===== src/hw/rtl/lwri_pkg.sv =====
`timescale 1ns / 1ps
// ----------------------------------------------------------------------------
// lwri_pkg
// Shared widths, register indexes, side-band types and the cosine / warp
// factor functions used to build the factor table at elaboration.
// ----------------------------------------------------------------------------
package lwri_pkg;

   // field and register widths
   localparam int unsigned COORD_W   = 12;
   localparam int unsigned DIM_W     = 13;
   localparam int unsigned INDEX_W   = 24;
   localparam int unsigned FACTOR_W  = 16;
   localparam int unsigned SIGNED_W  = COORD_W + 2;

   // frame limits and reset values
   localparam int unsigned MAX_DIM          = 4096;
   localparam int unsigned WIDTH_RESET      = 320;
   localparam int unsigned HEIGHT_RESET     = 200;
   localparam int unsigned COS_TABLE_DEPTH_DEF = 1024;

   // configuration register indexes
   typedef enum logic [0:0] {
      CSR_FRAME_WIDTH  = 1'b0,
      CSR_FRAME_HEIGHT = 1'b1
   } csr_index_type;

   // coordinate data carried next to the phase dividers
   typedef struct packed {
      logic [COORD_W-1:0] mag_x;
      logic [COORD_W-1:0] mag_y;
      logic               neg_x;
      logic               neg_y;
   } side_type;

   // Q30 fixed point helpers for the table build
   localparam longint unsigned Q30_ONE     = 64'd1073741824;
   localparam longint unsigned HALF_PI_Q30 = 64'd1686629713;
   localparam longint          F_BASE_RND  = 64'sd966377472;   // base plus rounding half
   localparam longint          F_AMP       = 64'sd3277;

   // Cosine table entry, Q1.15. Entry k covers phase k / depth turns; the
   // caller passes 32 - log2(depth) as shift.
   function automatic longint cos_entry(input longint unsigned k,
                                        input int unsigned     shift);
      longint unsigned u;
      longint unsigned r;
      longint unsigned a;
      longint unsigned a2;
      longint unsigned term;
      longint          c;
      longint          s;
      longint          v;
      longint unsigned mag;
      logic [1:0]      q;
      u    = k << shift;
      q    = u[31:30];
      r    = u & (Q30_ONE - 64'd1);
      a    = (r * HALF_PI_Q30) >> 30;
      a2   = (a * a) >> 30;
      // cosine series, terms up to a^14/14!
      term = Q30_ONE;
      c    = longint'(term);
      term = ((term * a2) >> 30) / 2;   c = c - longint'(term);
      term = ((term * a2) >> 30) / 12;  c = c + longint'(term);
      term = ((term * a2) >> 30) / 30;  c = c - longint'(term);
      term = ((term * a2) >> 30) / 56;  c = c + longint'(term);
      term = ((term * a2) >> 30) / 90;  c = c - longint'(term);
      term = ((term * a2) >> 30) / 132; c = c + longint'(term);
      term = ((term * a2) >> 30) / 182; c = c - longint'(term);
      // sine series, terms up to a^13/13!
      term = a;
      s    = longint'(term);
      term = ((term * a2) >> 30) / 6;   s = s - longint'(term);
      term = ((term * a2) >> 30) / 20;  s = s + longint'(term);
      term = ((term * a2) >> 30) / 42;  s = s - longint'(term);
      term = ((term * a2) >> 30) / 72;  s = s + longint'(term);
      term = ((term * a2) >> 30) / 110; s = s - longint'(term);
      term = ((term * a2) >> 30) / 156; s = s + longint'(term);
      case (q)
         2'd0:    v = c;
         2'd1:    v = -s;
         2'd2:    v = -c;
         default: v = s;
      endcase
      // round half away from zero to Q15, saturate
      mag = (v < 0) ? longint'(-v) : longint'(v);
      mag = (mag + 64'd16384) >> 15;
      if (mag > 64'd32767) begin
         mag = 64'd32767;
      end
      return (v < 0) ? -longint'(mag) : longint'(mag);
   endfunction

   // Warp factor 0.9 - 0.1*cos, unsigned Q1.15
   function automatic logic [FACTOR_W-1:0] warp_factor(input longint unsigned k,
                                                       input int unsigned     shift);
      longint c;
      longint f;
      c = cos_entry(k, shift);
      f = (F_BASE_RND - F_AMP * c) >>> 15;
      return f[FACTOR_W-1:0];
   endfunction

endpackage


===== src/hw/rtl/lwri_phase_div.sv =====
`timescale 1ns / 1ps
// ----------------------------------------------------------------------------
// lwri_phase_div
// Pipelined restoring divider, one quotient bit per stage. Gives the low
// PHASE_W bits of floor(mag * 2^PHASE_W / divisor), i.e. the table phase.
// ----------------------------------------------------------------------------
module lwri_phase_div #(
   parameter int unsigned PHASE_W = 10
) (
   input  logic                        clock,
   input  logic                        en,
   input  logic [lwri_pkg::COORD_W-1:0] mag,
   input  logic [lwri_pkg::DIM_W-1:0]   divisor,
   output logic [PHASE_W-1:0]           phase
);
   import lwri_pkg::*;

   localparam int unsigned NUM_W = COORD_W + PHASE_W;

   logic [DIM_W-1:0]   rem_ff [NUM_W];
   logic [NUM_W-1:0]   num_ff [NUM_W];
   logic [PHASE_W-1:0] quo_ff [NUM_W];

   // one compare and subtract per stage
   for (genvar s = 0; s < NUM_W; s++) begin : g_step
      logic [DIM_W-1:0]   rem_prev;
      logic [NUM_W-1:0]   num_prev;
      logic [PHASE_W-1:0] quo_prev;
      logic [DIM_W:0]     trial;
      logic [DIM_W:0]     diff;
      logic               fits;

      if (s == 0) begin : g_first
         assign rem_prev = '0;
         assign num_prev = {mag, {PHASE_W{1'b0}}};
         assign quo_prev = '0;
      end else begin : g_next
         assign rem_prev = rem_ff[s-1];
         assign num_prev = num_ff[s-1];
         assign quo_prev = quo_ff[s-1];
      end

      assign trial = {rem_prev, num_prev[NUM_W-1]};
      assign diff  = trial - {1'b0, divisor};
      assign fits  = (trial >= {1'b0, divisor});

      always_ff @(posedge clock) begin
         if (en) begin
            rem_ff[s] <= fits ? diff[DIM_W-1:0] : trial[DIM_W-1:0];
            num_ff[s] <= {num_prev[NUM_W-2:0], 1'b0};
            quo_ff[s] <= {quo_prev[PHASE_W-2:0], fits};
         end
      end
   end

   assign phase = quo_ff[NUM_W-1];

endmodule


===== config.mk =====
export PLATFORM = sky130hd
export DESIGN_NAME = lwri_phase_div
export DESIGN_NICKNAME = d
export VERILOG_FILES = /design/src/hw/rtl/lwri_pkg.sv /design/src/hw/rtl/lwri_phase_div.sv
export SDC_FILE = /design/constraint.sdc
export NUM_CORES = 1
export LEC_CHECK = 0
export BUFFER_PORTS_ARGS = -buffer_cell sky130_fd_sc_hd__clkbuf_2
export CORE_ASPECT_RATIO = 0.75
export CORE_MARGIN = 5
export CORE_UTILIZATION = 40
export DETAILED_ROUTE_END_ITERATION = 10
export HOLD_SLACK_MARGIN = 0.02
export PLACE_DENSITY = 0.66
export REMOVE_ABC_BUFFERS = 1
export SETUP_SLACK_MARGIN = 0.15
export SLEW_MARGIN = 5
export SYNTH_ARGS = -nofsm -noshare
export SYNTH_HDL_FRONTEND = slang
export SYNTH_SLANG_ARGS = --single-unit
export TNS_END_PERCENT = 1

===== constraint.sdc =====
create_clock -name clock -period 4.1 [get_ports clock]
set_input_delay 0.82 -clock clock [delete_from_list [all_inputs] [get_ports clock]]
set_output_delay 0.82 -clock clock [all_outputs]
set_load 0.02 [all_outputs]

==> summary by stage, run 1 <==
Floorplanning
The die is 238 microns tall. During I/O placement, the number of pins put on the boundary was 37. The core footprint is 68400 sq um. The floorplan has 83 rows.

The initial cell density of the core is 0.404. The area of the die is 74600 sq um. The die is 314 microns wide.

Pwr
After layout, the design draws a total of 25800 uW. The maximum vdd ir drop is 0.319 mV. The analysis attributes to cell leakage a power of 0.0126 uW. Dividing total power by cell area gives a power density of 826 nW/um^2.

Synth
The most used flip-flop cell after synthesis is sky130_fd_sc_hd__edfxtp_1. The post-synthesis cell type with the largest combined area is sky130_fd_sc_hd__edfxtp_1. The proportion of netlist area held by the largest area contributor is 0.428. Summing every instance area after synthesis gives 27700 sq um. The post-synthesis async set-or-reset flop share is 0. Sorting the synthesized cells by area gives the leading types as sky130_fd_sc_hd__edfxtp_1 (43%), sky130_fd_sc_hd__ha_1 (12%), sky130_fd_sc_hd__mux2_2 (7.2%), sky130_fd_sc_hd__xnor2_1 (3.6%), sky130_fd_sc_hd__a21oi_1 (3.5%).

Sorting the synthesized cells by how often they occur yields sky130_fd_sc_hd__edfxtp_1 (394), sky130_fd_sc_hd__ha_1 (274), sky130_fd_sc_hd__a21oi_1 (192). The number of enable-type register cells in the synthesized netlist is 394. The synthesized flop and latch total is 394.

Yosys instantiated no cell more often than sky130_fd_sc_hd__edfxtp_1. The synthesized netlist cell count is 2488. The mean instance size in the synthesized netlist is 11.1 sq um.

The sequential area share after synthesis is 0.428. Yosys mapped the design onto 75 distinct sky130hd cell types. The total of warnings raised by yosys is 0.

Clock network
The post-CTS setup buffer count is 0. The sink count of the clock tree is 394. The clock network latency to the later pin of the worst-skew pair is 0.60 ns. The buffer cell driving the clock tree root is sky130_fd_sc_hd__clkbuf_16. The number of clock buffers inserted by TritonCTS is 46. The TritonCTS clock tree is built.

In this run, post-CTS hold repair placed 0 buffers. The H-tree was split into 2 levels. The quantity of gates resized following cts is 0.

After clock tree synthesis, the clock-pin slew on the worst setup and hold paths is 0.06 ns. The deepest clock path buffer count is 3.

Layout
The finished cells cover 31200 sq um. Of the cells placed in the final design, the portion with a size suffix greater than 1 is 0.148. The count of non-filler cells in the finished layout is 3546. The count of inserted antenna diode cells is 0.

The end-of-flow core utilization is 0.456. From synthesis to final layout, the design area changed by 12.8%. At the end of the flow, the number of nets in the layout was 2937.

Setup path
The kind of end point of the critical path is a flip-flop. The kind of critical path is in -> reg. For the worst setup path, the data required time is 4.44 ns. The largest single stage delay on the critical path is 0.96 ns. STA classifies the critical path startpoint as an input port. The capturing point of the worst reg2reg path is rem_ff[1][34].

Of all nets on the critical path, the largest fanout is 13. The standard cell with the maximum stage delay on the critical path is sky130_fd_sc_hd__a21oi_1. Data on the critical path arrives at its endpoint at 3.85 ns. The dominant cell type by count on the critical path is sky130_fd_sc_hd__a211oi_1. The startpoint identified for the worst register-to-register timing path is num_ff[1][41]. The signal on the critical path passes through clkbuf_2 > ha_1 > fa_1 > nand2b_1 > a211oi_1 > a211oi_1 > o21a_1 > a21oi_1 > mux2_2. In this run the register-to-register setup slack is 0.73 ns. The depth of the worst register-to-register path is 9.

Timing
Setup repair after global routing left no endpoint under its margin. Dividing the final minimum period by the clock period gives 0.857. Final hold analysis gives a worst-case slack of 0.388 ns.

On the final layout, the worst clock skew is 0.0459 ns. For the pin with the worst max-slew slack, the measured transition is 1.27 ns. The setup-violating endpoint count in the final report is 0. The minimum clock period after layout is 3.52 ns. The max-slew violation total from the final report is 0.

The worst-case headroom to the max-slew limit is 0.155. The upper clock frequency limit is 284 MHz. The final hold violation count came to 0.

Global routing
The number of global-route vias before repair is 20100. The overflow left after global routing is 0. The initial antenna violation count came to 2. Entering global routing, the biggest net connects 87 pins. The first-pass GRT wire length is 108 mm. The combined global-route utilization of all metal layers is 0.177.

Placed design
The count of buffers added on input and output ports is 36. Routability-driven placement finished with a final weighted congestion of 0.925. In this run the cell area measured after placement is 29600 sq um. The half-perimeter wire length of the detailed placement result is 48.5 mm.

After detailed placement, the design holds a cell count of 3460.

Detailed routing
The total via count in the routed design is 20500. In this run the remaining antenna-violating nets after routing total 0. After detailed routing, the number of remaining DRC violations is 0. The final routed wire length divided by cell count is 19.1 microns. After detailed routing, the number of vias per cell comes to 5.78. For this block, the initial DRC count from the detailed router was 1673. The number of iterations in the first detailed-routing pass is 5. Wires add up to 67.6 mm.

Worst hold path
The end point of the worst hold path is num_ff[0][20]. The worst hold path depth is 1. The class of the worst hold path is in -> reg.

The critical hold path startpoint is mag[10].

Status
The run finished with clean final reports.

Flow run
The max capacitance violation total is 0.
[layout by cell type (no fill, tap or decap), types with 88 or more instances in the layout]
master,instances
sky130_fd_sc_hd__a21o_1,88
sky130_fd_sc_hd__a21oi_1,192
sky130_fd_sc_hd__edfxtp_1,394
sky130_fd_sc_hd__ha_1,274
sky130_fd_sc_hd__inv_1,107
sky130_fd_sc_hd__mux2_2,176
sky130_fd_sc_hd__nand2_1,112
sky130_fd_sc_hd__nor2_1,175
sky130_fd_sc_hd__o21ai_0,119
sky130_fd_sc_hd__xnor2_1,115
[per-stage QoR]
| stage | setup slack, ns | TNS [ns] |
|---|---|---|
| 2_1_floorplan | -0.480 | -4.55 |
| 3_3_place_gp | 0.0728 | 0 |
| 3_5_place_dp | 0.0407 | 0 |
| 4_1_cts | 0.672 | 0 |
| 5_1_grt | 0.464 | 0 |
| 6_report | 0.585 | 0 |
[registers in the layout, summed over array words and instances (netlist names)]
name	cells
num_ff	66
quo_ff	55
rem_ff	273
[report_power, final]
group / switching [uW] / internal [uW] / total, uW
clock network: 1810 / 2590 / 4400
registers: 926 / 6740 / 7670
logic: 7120 / 6580 / 13700
[final cells by class]
class / instances / area (sq um)
fillers: 6106 / 37200
multi-input cells: 1946 / 15200
flip-flops and latches: 394 / 11800
clock buffers: 51 / 1170
well taps: 892 / 1120
repair buffers: 118 / 981
clock inverters: 35 / 443
inverters: 110 / 413
[worst max path at each step]
stage / from / end / slack, ns / cells past startpoint
floorplan: divisor[1] / rem_ff[2][40] / -0.48 / 8
global placement: divisor[0] / rem_ff[1][33] / 0.07 / 9
detailed placement: divisor[0] / rem_ff[1][34] / 0.04 / 9
CTS: divisor[0] / rem_ff[1][36] / 0.67 / 9
global route: divisor[0] / rem_ff[1][36] / 0.46 / 9
finish: divisor[0] / rem_ff[1][34] / 0.58 / 9
[per-layer routing]
layer	vias up	share of wire	GRT usage
met5	-	0.00019	0
met2	635	0.41	0.257
met4	2	0.026	0.0512
li1	9846	-	-
met3	120	0.069	0.0356
met1	9902	0.49	0.267
[critical path: cells and delay by family]
family / cells / cell delay, ns
AO/OA/AOI/OAI: 4 / 1.50
buffers and inverters: 1 / 0.20
adder cells (fa/ha/maj): 2 / 0.68
multiplexers: 1 / 0.45
AND/OR/NAND/NOR: 1 / 0.19
[kinds of logic after synthesis]
family | Yosys count | synth area share
flops | 394 | 0.428
xor+xnor | 170 | 0.0538
fa+ha+maj | 294 | 0.138
compound gates | 687 | 0.166
buf+inv | 148 | 0.0215
mux | 234 | 0.0933
simple gates | 561 | 0.0993
Power figures use the tool's default switching activity.
==> run 2, diff against run 1 <==
==> constraint.sdc (replaced) <==
create_clock -name clock -period 4.1 [get_ports clock]
set_input_delay 0.615 -clock clock [delete_from_list [all_inputs] [get_ports clock]]
set_output_delay 0.615 -clock clock [all_outputs]
set_load 0.02 [all_outputs]
==> run 2 against run 1 <==
  * Sequential share of layout area up 0.49 points
  * Sequential power decreased by 0.5%
  * Non-clock buffer count decreased by 17
  * Flip-flop and latch count stayed put
  * Worst hold slack worse by 0.19 ns
  * Via count down 1.2%
  * Utilization fell by 0.59 points
  * Total power decreased by 2.3%
  * Design area shrank 1.3%
  * Clock-buffer cell count fell by 3
  * First-iteration DRC count is 2.5% lower
  * Global-route usage decreased by 0.44 points
  * Highest routed layer is now met4
==> summary by stage, run 2 (synthesis gave the netlist of run 1 again) <==
Clock network
After clock tree synthesis, the repair step resized 0 gates. In this run, post-CTS hold repair placed 0 buffers. The buffer cell driving the clock tree root is sky130_fd_sc_hd__clkbuf_16. The post-CTS setup buffer count is 0.

The H-tree was split into 2 levels. The sink count of the clock tree is 394. TritonCTS built the clock tree.

Buffers inserted during clock tree synthesis total 44. For the worst-skew pair, the clock arrives at the later sink with an insertion delay of 0.59 ns. The clock passes through at most 3 buffers. The clock transition at the registers of the reported paths is 0.06 ns.

Flow run
The max capacitance violation total is 0.

Layout
The footprint of the flip-flops and latches is 11800 sq um. The register with the most flip-flops is rem_ff. The number of nets in the finished design is 2918.

The top cell types in the final layout, fill and taps aside, are sky130_fd_sc_hd__edfxtp_1 (394), sky130_fd_sc_hd__ha_1 (274), sky130_fd_sc_hd__a21oi_1 (192), sky130_fd_sc_hd__mux2_2 (176), sky130_fd_sc_hd__nor2_1 (175). The largest registers in the layout are rem_ff: 273 flops, num_ff: 66 flops, quo_ff: 55 flops. The area taken by multi-input logic gates is 15200 sq um. The flip-flop count of the largest register after layout is 273. The count of inserted antenna diode cells is 0. The post-layout instance area is 30800 sq um. Relative to the synthesized area, the layout overhead comes to 11.3%.

The count of non-filler cells in the finished layout is 3524. The end-of-flow core utilization is 0.450. The number of fill cells in the layout is 6217. The library cell used most frequently in the layout, excluding fill and tap cells, is sky130_fd_sc_hd__edfxtp_1.

In the final layout, the share of cells above drive strength 1 is 0.138.

Global routing
The first global-routing pass estimated 106 mm of wire. The number of global-route vias before repair came to 19800. Entering global routing, the biggest net connects 144 pins. The initial antenna violation count came to 0. In the global route stage, overall resource usage came out at 0.172. Summed over all layers, the global routing overflow is 0.

Timing
The worst-case headroom to the max-slew limit is 0.443. Setup repair after global routing left no endpoint under its margin. Between clock sinks in the finished design, the worst skew comes to 0.0345 ns. Dividing the final minimum period by the clock period gives 0.780. The upper clock frequency limit is 313 MHz. The final hold violation count is 0. The minimum clock period after layout is 3.20 ns. The max-slew violation total from the final report is 0. Setup violations remaining at the end of the flow were counted as 0.

At the pin with the least slew margin, the transition time is 0.834 ns.

Detailed routing
After detailed routing, the average wire length per cell comes to 18.8 microns. The number of antenna-violating nets in the routed design is 0. After detailed routing, the number of remaining DRC violations is 0.

The detailed-route vias per instance is 5.75. The routed design has 66.4 mm of wire. The total via count in the routed design is 20300. For this run, the detailed router's first-pass iteration total came to 6. The iteration-0 DRC count of the detailed router is 1632.

Floorplanning
The boundary pin count is 37. The area of the die is 74600 sq um. The core region is 68400 sq um. The vertical extent of the die is 238 microns. The initialized floorplan defines 83 standard-cell rows. The initial cell density of the core is 0.404. The horizontal die dimension is 314 microns.

Worst hold path
The class of the worst hold path is in -> reg.

Setup path
STA classifies the critical path endpoint as a flip-flop. The kind of start point of the critical path is an input port. The maximum fanout count along the critical path is 13. The worst endpoint required time is 4.44 ns. By startpoint and endpoint, the worst setup path is classified as in -> reg. The arrival time of data at the critical path endpoint is 3.54 ns.

Status
The run finished with clean final reports.

Placed design
Including well taps, the total number of placed cells is 3443. Once placement finished, the instance area stood at 29400 sq um. Input and output buffers added on the ports amount to 36. The final weighted congestion in routability-driven placement is 0.879. The half-perimeter wire length of the detailed placement result is 47.5 mm.

Pwr
The power density relative to cell area is 817 nW/um^2. The maximum vdd ir drop is 0.328 mV. Summed over all cells, the static leakage comes to 0.0124 uW.
[run 2: cell count changes in the layout (fill, tap and decap cells not counted), sizes merged]
cell	previous run	this run
bufinv	8	4
inv	112	109
buf	83	66
clkbuf	86	83
clkinvlp	5	0
clkinv	20	30
[run 2: worst paths after layout]
path	start	endpoint	slack (ns)	cells after the start
max reg2reg	num_ff[0][146]	rem_ff[0][101]	1.00	10
min reg2reg	quo_ff[2][34]	quo_ff[2][45]	0.41	0
min	mag[6]	num_ff[0][16]	0.20	1
max	divisor[0]	rem_ff[0][22]	0.90	11
[run 2: worst max-delay path, stage by stage]
cell                       delay, ns
sky130_fd_sc_hd__clkbuf_2       0.26
sky130_fd_sc_hd__buf_4          0.28
sky130_fd_sc_hd__ha_1           0.24
sky130_fd_sc_hd__fa_1           0.40
sky130_fd_sc_hd__nand2b_1       0.19
sky130_fd_sc_hd__a211oi_1       0.36
sky130_fd_sc_hd__o21bai_1       0.19
sky130_fd_sc_hd__and2_1         0.23
sky130_fd_sc_hd__a21oi_1        0.13
sky130_fd_sc_hd__buf_4          0.25
sky130_fd_sc_hd__mux2_2         0.38
[run 2: layout make-up]
type / count / area share
sequential: 394 / 0.384
timing repair buffer: 101 / 0.0253
clock inverter: 33 / 0.00829
multi-input combinational: 1946 / 0.495
inverter: 110 / 0.0134
clock buffer: 48 / 0.0376
tap: 892 / 0.0362
[run 2: per-stage QoR]
stage	setup WS (ns)	power [uW]	hold WS (ns)	TNS, ns
after global routing	0.765	27000	0.175	0
after floorplan	-0.275	17800	0.400	-1.74
after global placement	0.397	20600	0.402	0
after CTS	0.942	25200	0.156	0
final	0.902	25200	0.198	0
after detailed placement	0.326	21000	0.405	0
[run 2: metal layers]
layer	routed length [microns]	track usage	vias up
met1	32500	0.258	9755
met3	4470	0.0295	89
met5	0	0	-
met2	28200	0.262	606
li1	-	-	9816
met4	1110	0.0381	0
[run 2: power by group]
| part | switching, uW | total (uW) | leakage (uW) | internal (uW) |
|---|---|---|---|---|
| Combinational | 7060 | 13600 | 0.00783 | 6520 |
| Sequential | 879 | 7630 | 0.00385 | 6750 |
| Clock | 1680 | 3960 | 0.000702 | 2280 |
==> run 3, diff against run 2 <==
--- a/config.mk
+++ b/config.mk
@@ -5,13 +5,14 @@
 export SDC_FILE = /design/constraint.sdc
 export NUM_CORES = 1
 export LEC_CHECK = 0
+export ABC_AREA = 1
 export BUFFER_PORTS_ARGS = -buffer_cell sky130_fd_sc_hd__clkbuf_2
 export CORE_ASPECT_RATIO = 0.75
 export CORE_MARGIN = 5
 export CORE_UTILIZATION = 40
 export DETAILED_ROUTE_END_ITERATION = 10
 export HOLD_SLACK_MARGIN = 0.02
-export PLACE_DENSITY = 0.66
+export PLACE_DENSITY = 0.68
 export REMOVE_ABC_BUFFERS = 1
 export SETUP_SLACK_MARGIN = 0.15
 export SLEW_MARGIN = 5
==> constraint.sdc (replaced) <==
create_clock -name clock -period 2.65 [get_ports clock]
set_input_delay 0.3975 -clock clock [delete_from_list [all_inputs] [get_ports clock]]
set_output_delay 0.3975 -clock clock [all_outputs]
set_load 0.02 [all_outputs]
==> run 3 against run 2 <==
  * Sequential power increased by 52%
  * Critical endpoint is now rem_ff[0][33]
  * Clock-buffer cell count grew 8
  * Wire length increased by 25%
==> summary by stage, run 3 <==
Detailed routing
In the routed layout, each cell is associated on average with a via count of 4.97. The iteration-0 DRC count of the detailed router is 2410. The routed layout has 28400 vias. The final layout contains routed wiring with a total length of 83.1 mm. The final routed wire length divided by cell count is 14.5 microns. The number of antenna-violating nets in the routed design is 0. The final routed DRC violation total is 0.

The number of iterations in the first detailed-routing pass is 6.

Placed design
The congestion estimate from routability-driven global placement came to 0.951. OpenSTA, run right after detailed placement, puts the worst setup slack at -0.00836 ns. The half-perimeter wire length of the detailed placement result is 62.5 mm.

The total placed cells including tap cells is 5618. Buffers placed on the I/O ports in this run total 36.

Clock network
The number of levels in the clock H-tree is 2. The deepest clock path buffer count is 3. The number of clock buffers inserted by TritonCTS is 47. The buffer cell driving the clock tree root is sky130_fd_sc_hd__clkbuf_16. TritonCTS built the clock tree. Clock latency on the worst-skew pair, taken at its later pin, is 0.60 ns.

The post-CTS setup buffer count is 0. The sink count of the clock tree is 394. Clock-pin slew was measured on the worst setup and hold paths at 0.06 ns.

Layout
The area growth from synthesis to final layout is 11.7%. In the layout the commonest cells are sky130_fd_sc_hd__nand2_1 (1589), sky130_fd_sc_hd__inv_1 (891), sky130_fd_sc_hd__edfxtp_1 (394), sky130_fd_sc_hd__nand3_1 (335), sky130_fd_sc_hd__ha_1 (274). The fraction of final layout cells sized beyond drive strength 1 is 0.0749. The flip-flop count of the largest register after layout is 273. The register with the most flip-flops is rem_ff. The number of fill cells in the layout is 8046. The leading cell type in the layout, fill and taps excluded is sky130_fd_sc_hd__nand2_1. In the final design database the tool counted 4930 nets. The number of antenna diodes in the final layout is 0. The count of non-filler cells in the finished layout is 5716. The largest registers in the layout are rem_ff: 273 flops, num_ff: 66 flops, quo_ff: 55 flops.

Setup path
In this design, the critical path's most frequently occurring cell is sky130_fd_sc_hd__nand2_1. The kind of end point of the critical path is a flip-flop. STA classifies the critical path startpoint as a flip-flop. The standard cell with the maximum stage delay on the critical path is sky130_fd_sc_hd__edfxtp_1. STA puts the critical path data arrival time at 2.60 ns. The maximum fanout count along the critical path is 20.

The critical path goes through ha_1 > nand2_1 > inv_1 > nand2_1 > nand3_1 > nand2_2 > nand3_2 > nand2_1 > o21ai_0. The kind of critical path is reg -> reg. The largest stage delay on the critical path is 0.47 ns. The worst endpoint required time is 2.97 ns. On the critical path the largest part of the delay comes from simple AND/OR/NAND/NOR gates. The number of buffers and inverters on the critical path is 1.

Global routing
Entering global routing, the biggest net connects 67 pins. The first-pass GRT wire length is 135 mm. In the global route stage, overall resource usage came out at 0.186.

Summed over all layers, the global routing overflow is 0. The initial antenna violation count is 0. The number of global-route vias before repair is 26400.

Timing
The share of the clock period used by the worst path is 0.861. The setup TNS after final layout is 0 ns. The max-slew violation total from the final report is 0. The transition time at the pin with the least slew margin is 0.570 ns. The setup-violating endpoint count in the final report is 0. The final worst setup slack is 0.369 ns. Setup repair after global routing could not meet its margin everywhere. The worst hold slack across all endpoints is 0.228 ns.

The final hold violation count came to 0. The worst setup skew after layout is 0.0156 ns. The clock period could shrink to 2.28 ns. The worst-case headroom to the max-slew limit is 0.619.

The upper clock frequency limit is 438 MHz.

Synth
The cell with the most instances after synthesis is sky130_fd_sc_hd__nand2_1. The synthesized netlist cell count is 4472. The number of enable-type register cells in the synthesized netlist is 394. The number of different library cells used by synthesis comes to 37.

The post-synthesis cell type with the largest combined area is sky130_fd_sc_hd__edfxtp_1. The proportion of netlist area held by the largest area contributor is 0.360. Sorting the synthesized cells by area gives the leading types as sky130_fd_sc_hd__edfxtp_1 (36%), sky130_fd_sc_hd__nand2_1 (18%), sky130_fd_sc_hd__ha_1 (10%), sky130_fd_sc_hd__inv_1 (10%), sky130_fd_sc_hd__nand3_1 (5.1%). The most frequently used flop master after synthesis is sky130_fd_sc_hd__edfxtp_1. The commonest cells after synthesis are sky130_fd_sc_hd__nand2_1 (1589), sky130_fd_sc_hd__inv_1 (893), sky130_fd_sc_hd__edfxtp_1 (394).

Dividing the synthesized area by the synthesized cell count gives 7.34 sq um. The total of warnings raised by yosys is 0. The share of the Yosys chip area taken by registers is 0.360. The combined area of all synthesized cells is 32800 sq um. The synthesized flop and latch total is 394.

The post-synthesis async set-or-reset flop share is 0.

Floorplanning
The core footprint is 81900 sq um. In this run the core area contains 91 standard-cell rows. From left edge to right edge, the die measures 341 microns. The die is 258 microns tall. For this configuration, the core starts out at a cell density of 0.401.

In this run the count of I/O pins placed on the die edge is 37. The area of the die is 88000 sq um.

Pwr
After layout, the design draws a total of 40300 uW. The leakage dissipation is 0.0193 uW. For this design the ratio of total power to cell area is 1100 nW/um^2. The maximum vdd ir drop is 0.473 mV.

Worst hold path
The class of the worst hold path is in -> reg.

Flow run
The max capacitance violation total is 0.

Status
The run finished with clean final reports.
==> run 3: cell types whose count changed after synthesis, moves of 88 or more <==
| cell | change |
|---|---|
| sky130_fd_sc_hd__inv_1 | +785 |
| sky130_fd_sc_hd__nand3_1 | +302 |
| sky130_fd_sc_hd__xnor2_1 | -104 |
| sky130_fd_sc_hd__nand2_1 | +1477 |
| sky130_fd_sc_hd__a21o_1 | -88 |
| sky130_fd_sc_hd__nand4_1 | +170 |
| sky130_fd_sc_hd__a21oi_1 | -108 |
| sky130_fd_sc_hd__mux2_2 | -176 |
==> run 3: worst paths after layout <==
check,slack (ns),to,from,cells after the start
setup / recovery,0.37,rem_ff[0][33],rem_ff[0][17],9
hold / removal,0.23,rem_ff[0][0],mag[11],3
setup reg to reg,0.37,rem_ff[0][33],rem_ff[0][17],9
hold reg to reg,0.41,num_ff[0][54],num_ff[0][32],0
==> run 3: tightest hold or removal path, stage by stage <==
cell and delay [ns]:
sky130_fd_sc_hd__clkbuf_2 0.07, sky130_fd_sc_hd__inv_1 0.06, sky130_fd_sc_hd__o21ai_0 0.18
==> run 3: timing repair <==
action / CTS / global route
gates resized for setup: 0 / 1
endpoints found under the hold margin: 11 / 0
hold buffers: 11 / 0
setup endpoints to repair: 0 / 5
==> run 3: where the power goes <==
group / internal (uW) / switching [uW]
Combinational: 8080 / 13900
Sequential: 10200 / 1410
Clock: 4000 / 2730
==> run 3: kinds of logic after synthesis <==
group           Yosys count  share of synthesized area
simple gates           2472                      0.329
buf+inv                 957                      0.119
flops                   394                      0.360
fa+ha+maj               294                      0.117
compound gates          237                     0.0437
xor+xnor                118                     0.0315
==> run 3: area by class of cell <==
| cell class | count | area (sq um) | share of cell area |
|---|---|---|---|
| multi-input combinational | 3121 | 17100 | 0.466 |
| sequential | 394 | 11800 | 0.323 |
| inverter | 895 | 3360 | 0.0916 |
| timing repair buffer | 150 | 1470 | 0.0402 |
| tap | 1069 | 1340 | 0.0365 |
| clock buffer | 56 | 1230 | 0.0336 |
| clock inverter | 31 | 350 | 0.00955 |
==> run 3: metal layers <==
layer | GRT usage | wire [microns] | up-vias
li1 | - | - | 14700
met5 | 0 | 0 | -
met2 | 0.287 | 34700 | 792
met4 | 0.0419 | 1810 | 0
met1 | 0.275 | 40800 | 12800
met3 | 0.0302 | 5750 | 117
==> run 3: stage by stage <==
stage	utilization	cell area, sq um
after CTS	0.448	36700
after detailed placement	0.427	35000
after global placement	0.427	35000
after floorplan	-	32300
final	0.448	36700
after global routing	0.448	36700
